### src/rtl/core/skt_pkg.sv
// ----------------------------------------------------------------------------
// skt_pkg
// shared types and constants of the sorted key table
// ----------------------------------------------------------------------------
package skt_pkg;

  localparam int CMD_W     = 2;
  localparam int KEY_W     = 64;
  localparam int PAY_W     = 16;
  localparam int POS_W     = 6;
  localparam int CNT_OUT_W = 7;
  localparam int WORD_W    = KEY_W + PAY_W;

  // operation codes
  localparam logic [CMD_W-1:0] CMD_INSERT = 2'd0;
  localparam logic [CMD_W-1:0] CMD_SEARCH = 2'd1;
  localparam logic [CMD_W-1:0] CMD_REMOVE = 2'd2;

  typedef enum logic [2:0] {
    ST_IDLE,
    ST_SETUP,
    ST_RUN,
    ST_PLACE,
    ST_DONE
  } skt_state_t;

  // key compare result, stored key against request key
  typedef struct packed {
    logic gt;
    logic eq;
  } skt_cmp_t;

endpackage

### src/rtl/core/skt_cmp.sv
// ----------------------------------------------------------------------------
// skt_cmp
// shared key comparator, used once per entry visited by the walk
// ----------------------------------------------------------------------------
module skt_cmp (
  input  logic [skt_pkg::KEY_W-1:0] stored_key,
  input  logic [skt_pkg::KEY_W-1:0] req_key,
  output skt_pkg::skt_cmp_t         res
);
  import skt_pkg::*;

  always_comb begin
    res.gt = (stored_key > req_key);
    res.eq = (stored_key == req_key);
  end

endmodule

### config.mk
export PLATFORM = sky130hd
export DESIGN_NAME = skt_cmp
export DESIGN_NICKNAME = d
export VERILOG_FILES = /design/src/rtl/core/skt_pkg.sv /design/src/rtl/core/skt_cmp.sv
export SDC_FILE = /design/constraint.sdc
export NUM_CORES = 1
export LEC_CHECK = 0
export BUFFER_PORTS_ARGS = -buffer_cell sky130_fd_sc_hd__buf_2
export CAP_MARGIN = 30
export CORE_MARGIN = 3
export CORE_UTILIZATION = 40
export DETAILED_ROUTE_END_ITERATION = 10
export GPL_TIMING_DRIVEN = 0
export PLACE_DENSITY = 0.82
export SYNTH_ARGS = -nofsm -noshare
export SYNTH_HDL_FRONTEND = slang
export SYNTH_SLANG_ARGS = --single-unit
### constraint.sdc
create_clock -name vclk -period 2.8
set_input_delay 0.56 -clock vclk [all_inputs]
set_output_delay 0.56 -clock vclk [all_outputs]
set_load 0.005 [all_outputs]
Word level (Yosys, flattened, before mapping)
Index checks and enable logic that the tools add are counted.

Equality and inequality tests: 1. $lt $le $gt $ge: 1.

Operators with widths (number): == test 64 bit (1); > comparator 64 bit (1).

Output and inout bits: 2. Word-level logic and storage cells: 2. Register bits after elaboration: 0. Input port bits: 128.

Longest topological paths before layout
Word-level depth: 1. Depth in mapped cells: 8.

Least setup slack after synthesis
No wires, ideal clock.

Path kind: input to output. From: input port req_key[57] in the netlist's numbering. To: output port res[1] in the netlist's numbering. Cell stages on the path: 8. Slack: 0.400 ns. Data arrival time: 1.840 ns. Buffers on the path: 0. Required time: 2.240 ns. Path through: inv_1 ha_1 a21o_1 a221o_1 a221oi_2 o21ai_1 a21oi_2 a21oi_1.

RTL lines: from (decl) (line skt_cmp.sv:7) `input logic [skt_pkg::KEY_W-1:0] req_key,`; to (decl) (line skt_cmp.sv:8) `output skt_pkg::skt_cmp_t res`.

==> flow_results.xml <==
<?xml version="1.0" encoding="UTF-8"?>
<metrics>
  <group name="hold_path">
    <metric name="hold_crit_class" unit="">in -&gt; out</metric>
  </group>
  <group name="die">
    <metric name="io-pin-count" unit="">130</metric>
    <metric name="fp.dieH" unit="um">69.9</metric>
    <metric name="total_die_area" unit="um^2">4890</metric>
    <metric name="placementRows" unit="">22</metric>
    <metric name="starting_utilization_of_the_core_area" unit="">0.431</metric>
    <metric name="chipWidth" unit="um">69.9</metric>
    <metric name="core" unit="um^2">3800</metric>
  </group>
  <group name="worst_setup_path">
    <metric name="wp_data_required" unit="ns">2.24</metric>
    <metric name="cp-end-kind" unit="">output pin</metric>
    <metric name="worstSetupPathType" unit="">in -&gt; out</metric>
    <metric name="crit_path_frequent_cell" unit="">sky130_fd_sc_hd__buf_2</metric>
    <metric name="worst-endpoint-arrival" unit="ns">2.24</metric>
    <metric name="cp-start-kind" unit="">primary input</metric>
    <metric name="timing.critical_path.cells" unit="">buf_2, inv_1, ha_4, nand4_1, nor3_4, nor4b_4, o31a_1, o31ai_2, a21oi_1, buf_2</metric>
    <metric name="worst_path_max_delay_cell" unit="">sky130_fd_sc_hd__nor3_4</metric>
    <metric name="critical-path-max-stage-delay" unit="ns">0.31</metric>
    <metric name="critical_path_peak_fanout" unit="">3</metric>
  </group>
  <group name="route">
    <metric name="postRouteAntennaNets" unit="">0</metric>
    <metric name="totalWireLength" unit="um">4670</metric>
    <metric name="route.detailed.drc" unit="">0</metric>
    <metric name="detailedRoute.firstIterationViolations" unit="">18</metric>
    <metric name="routedWlPerCell" unit="um">11.5</metric>
    <metric name="num_vias" unit="">1993</metric>
    <metric name="drt-vias-per-instance" unit="">4.88</metric>
    <metric name="drt_pass1_iterations" unit="">4</metric>
  </group>
  <group name="sta">
    <metric name="totalNegativeSetupSlack" unit="ns">0</metric>
    <metric name="hold_slack" unit="ns">1.80</metric>
    <metric name="final_min_period_over_clock_period" unit="">1.00</metric>
    <metric name="finalSetupViolCount" unit="">0</metric>
    <metric name="final_max_slew_viol_count" unit="">0</metric>
    <metric name="finalHoldViolations" unit="">0</metric>
    <metric name="worstMarginPinSlew" unit="ns">0.285</metric>
    <metric name="fin_crit" unit="ns">2.80</metric>
    <metric name="worst_slew_margin_rel" unit="">0.808</metric>
    <metric name="maxClockFrequency" unit="GHz">0.357</metric>
  </group>
  <group name="placement">
    <metric name="total_of_buffers_placed_on_input_and_output_ports" unit="">130</metric>
    <metric name="dp_hpwl" unit="um">4200</metric>
    <metric name="gpl.final_weighted_congestion" unit="">0.833</metric>
  </group>
  <group name="cells_and_area">
    <metric name="clock_buffer_count" unit="">0</metric>
    <metric name="layout.sequential_cells" unit="">0</metric>
    <metric name="num_antenna_cells" unit="">0</metric>
    <metric name="area_delta_synth_final" unit="%">55.3</metric>
    <metric name="num-nets-final" unit="">554</metric>
    <metric name="final_layout_size_suffix_gt1_frac" unit="">0.450</metric>
    <metric name="area.sequential" unit="um^2">0</metric>
  </group>
  <group name="global_routing">
    <metric name="grt_start_max_net_pins" unit="">4</metric>
    <metric name="globalRoute.totalOverflow" unit="">0</metric>
    <metric name="grt_total_usage" unit="">0.167</metric>
    <metric name="antenna_violations_before_repair" unit="">0</metric>
    <metric name="grt_first_pass_wirelength" unit="um">7160</metric>
    <metric name="via_count_of_the_first_global_routing_pass" unit="">1871</metric>
  </group>
  <group name="pwr">
    <metric name="leakage" unit="nW">1.60</metric>
    <metric name="clock_network_fraction_of_design_power" unit="">0</metric>
    <metric name="power.switching" unit="mW">0.150</metric>
    <metric name="post-layout-total-power" unit="mW">0.324</metric>
    <metric name="pwr-share-seq" unit="">0</metric>
    <metric name="combPwrFrac" unit="">1.000</metric>
    <metric name="power_density_cells" unit="nW/um^2">128</metric>
    <metric name="netSwitchingFraction" unit="">0.464</metric>
    <metric name="internal_power" unit="mW">0.174</metric>
    <metric name="vdd_ir_drop_max" unit="mV">0.0675</metric>
  </group>
  <group name="logic_synthesis">
    <metric name="cell_with_the_most_instances_after_synthesis" unit="">sky130_fd_sc_hd__inv_1</metric>
    <metric name="syn-cell-area" unit="um^2">1640</metric>
    <metric name="count_of_different_cell_masters_after_synthesis" unit="">31</metric>
    <metric name="yosysTopAreaCellShare" unit="">0.490</metric>
    <metric name="postSynthCellCount" unit="">227</metric>
    <metric name="synth_area_per_cell" unit="um^2">7.20</metric>
    <metric name="synth_seq_area_share" unit="">0</metric>
    <metric name="yosysWarningCount" unit="">0</metric>
    <metric name="synth_common_cells" unit="">66 x sky130_fd_sc_hd__inv_1, 64 x sky130_fd_sc_hd__ha_1, 22 x sky130_fd_sc_hd__a21oi_1, 14 x sky130_fd_sc_hd__nand2_1, 10 x sky130_fd_sc_hd__nand4_1</metric>
    <metric name="synth_fp_nets" unit="">419</metric>
    <metric name="ys_top_cells_by_area" unit="">sky130_fd_sc_hd__ha_1 49%, sky130_fd_sc_hd__inv_1 15%, sky130_fd_sc_hd__a21oi_1 6.7%</metric>
    <metric name="cell_taking_the_most_area_after_synthesis" unit="">sky130_fd_sc_hd__ha_1</metric>
  </group>
  <group name="outcome">
    <metric name="status" unit="">completed</metric>
  </group>
  <group name="run">
    <metric name="drv_cap" unit="">0</metric>
  </group>
  <group name="clock_tree">
    <metric name="cts-hold-fix-buffers" unit="">0</metric>
  </group>
</metrics>
## cells in the final DEF, fill, tap and decap left out
master / count
sky130_fd_sc_hd__buf_2: 129
sky130_fd_sc_hd__inv_1: 60
sky130_fd_sc_hd__ha_1: 55
sky130_fd_sc_hd__a21oi_1: 21
sky130_fd_sc_hd__nand2_1: 14
sky130_fd_sc_hd__nand4_1: 10
sky130_fd_sc_hd__ha_4: 9
sky130_fd_sc_hd__inv_2: 6
sky130_fd_sc_hd__o21ai_0: 6
sky130_fd_sc_hd__nand3_1: 5
sky130_fd_sc_hd__a21o_1: 5
sky130_fd_sc_hd__nor2_1: 4
sky130_fd_sc_hd__and4_1: 3
sky130_fd_sc_hd__a221oi_2: 3
sky130_fd_sc_hd__buf_4: 3
sky130_fd_sc_hd__nor3_1: 2
sky130_fd_sc_hd__o211ai_1: 2
sky130_fd_sc_hd__a221oi_1: 2
sky130_fd_sc_hd__o21ai_1: 2
sky130_fd_sc_hd__a21oi_2: 2
sky130_fd_sc_hd__and4_4: 1
sky130_fd_sc_hd__and2_4: 1
sky130_fd_sc_hd__nor2_2: 1
sky130_fd_sc_hd__nor4_2: 1
sky130_fd_sc_hd__and3_4: 1
sky130_fd_sc_hd__nand4_2: 1
sky130_fd_sc_hd__a211oi_1: 1
sky130_fd_sc_hd__a22oi_1: 1
sky130_fd_sc_hd__a221o_1: 1
sky130_fd_sc_hd__nor3_4: 1
sky130_fd_sc_hd__nor3b_1: 1
sky130_fd_sc_hd__nor2b_1: 1
sky130_fd_sc_hd__a21boi_0: 1
sky130_fd_sc_hd__nor4b_4: 1
sky130_fd_sc_hd__o31a_1: 1
sky130_fd_sc_hd__o31ai_2: 1
sky130_fd_sc_hd__buf_6: 1
## cells by family after synthesis
logic type | count (synthesis) | synth area share
AND/OR/NAND/NOR | 48 | 0.169
buffers and inverters | 66 | 0.151
adder cells (fa/ha/maj) | 64 | 0.490
AO/OA/AOI/OAI | 49 | 0.190
## critical path: cells and delay by family
kind                       cells  cell delay, ns
and+or+nand+nor                3            0.75
AOI/OAI and AO/OA              3            0.39
buffers and inverters          3            0.27
adders and majority gates      1            0.26
## path summary, 6_finish.rpt
path / startpoint / to / slack, ns / cells after the start
worst max-delay path: req_key[30] / res[1] / 0.001 / 10
worst min-delay path: stored_key[31] / res[1] / 1.80 / 7
## per-stage QoR
step | cells | worst slack [ns] | instance area [um^2] | util
2_1_floorplan | 227 | 0.400 | 1640 | -
3_5_place_dp | 405 | 0.0424 | 2350 | 0.618
3_3_place_gp | 405 | 0.0477 | 2350 | 0.618
5_1_grt | 408 | -0.0781 | 2540 | 0.669
6_report | 408 | 0.00106 | 2540 | 0.669
4_1_cts | 405 | 0.0324 | 2350 | 0.618
## per-layer routing
| layer | share of wire | GRT usage | vias to the layer above |
|---|---|---|---|
| met5 | 0 | 0 | - |
| met4 | 0.0030 | 0.0277 | 0 |
| met3 | 0.10 | 0.0432 | 2 |
| met2 | 0.50 | 0.320 | 93 |
| met1 | 0.39 | 0.185 | 838 |
| li1 | - | - | 1060 |
## power by group through the flow
stage               logic [mW]  registers [mW]  clock network [mW]
floorplan                0.162               0                   0
global placement         0.280               0                   0
detailed placement       0.292               0                   0
CTS                      0.294               0                   0
global route             0.378               0                   0
finish                   0.324               0                   0
## timing repair
action / in CTS / in global routing
endpoints found under the hold margin: 0 / 0
endpoints found under the setup margin: 0 / 1
gates resized for setup: 0 / 27
buffers inserted: 0 / 3
## cell type report
type / instances / area, um^2
Tap cell: 48 / 60.1
Multi-Input combinational cell: 161 / 1550
Inverter: 66 / 248
Fill cell: 318 / 1260
Timing Repair Buffer: 133 / 679
Power figures use the tool's default switching activity.
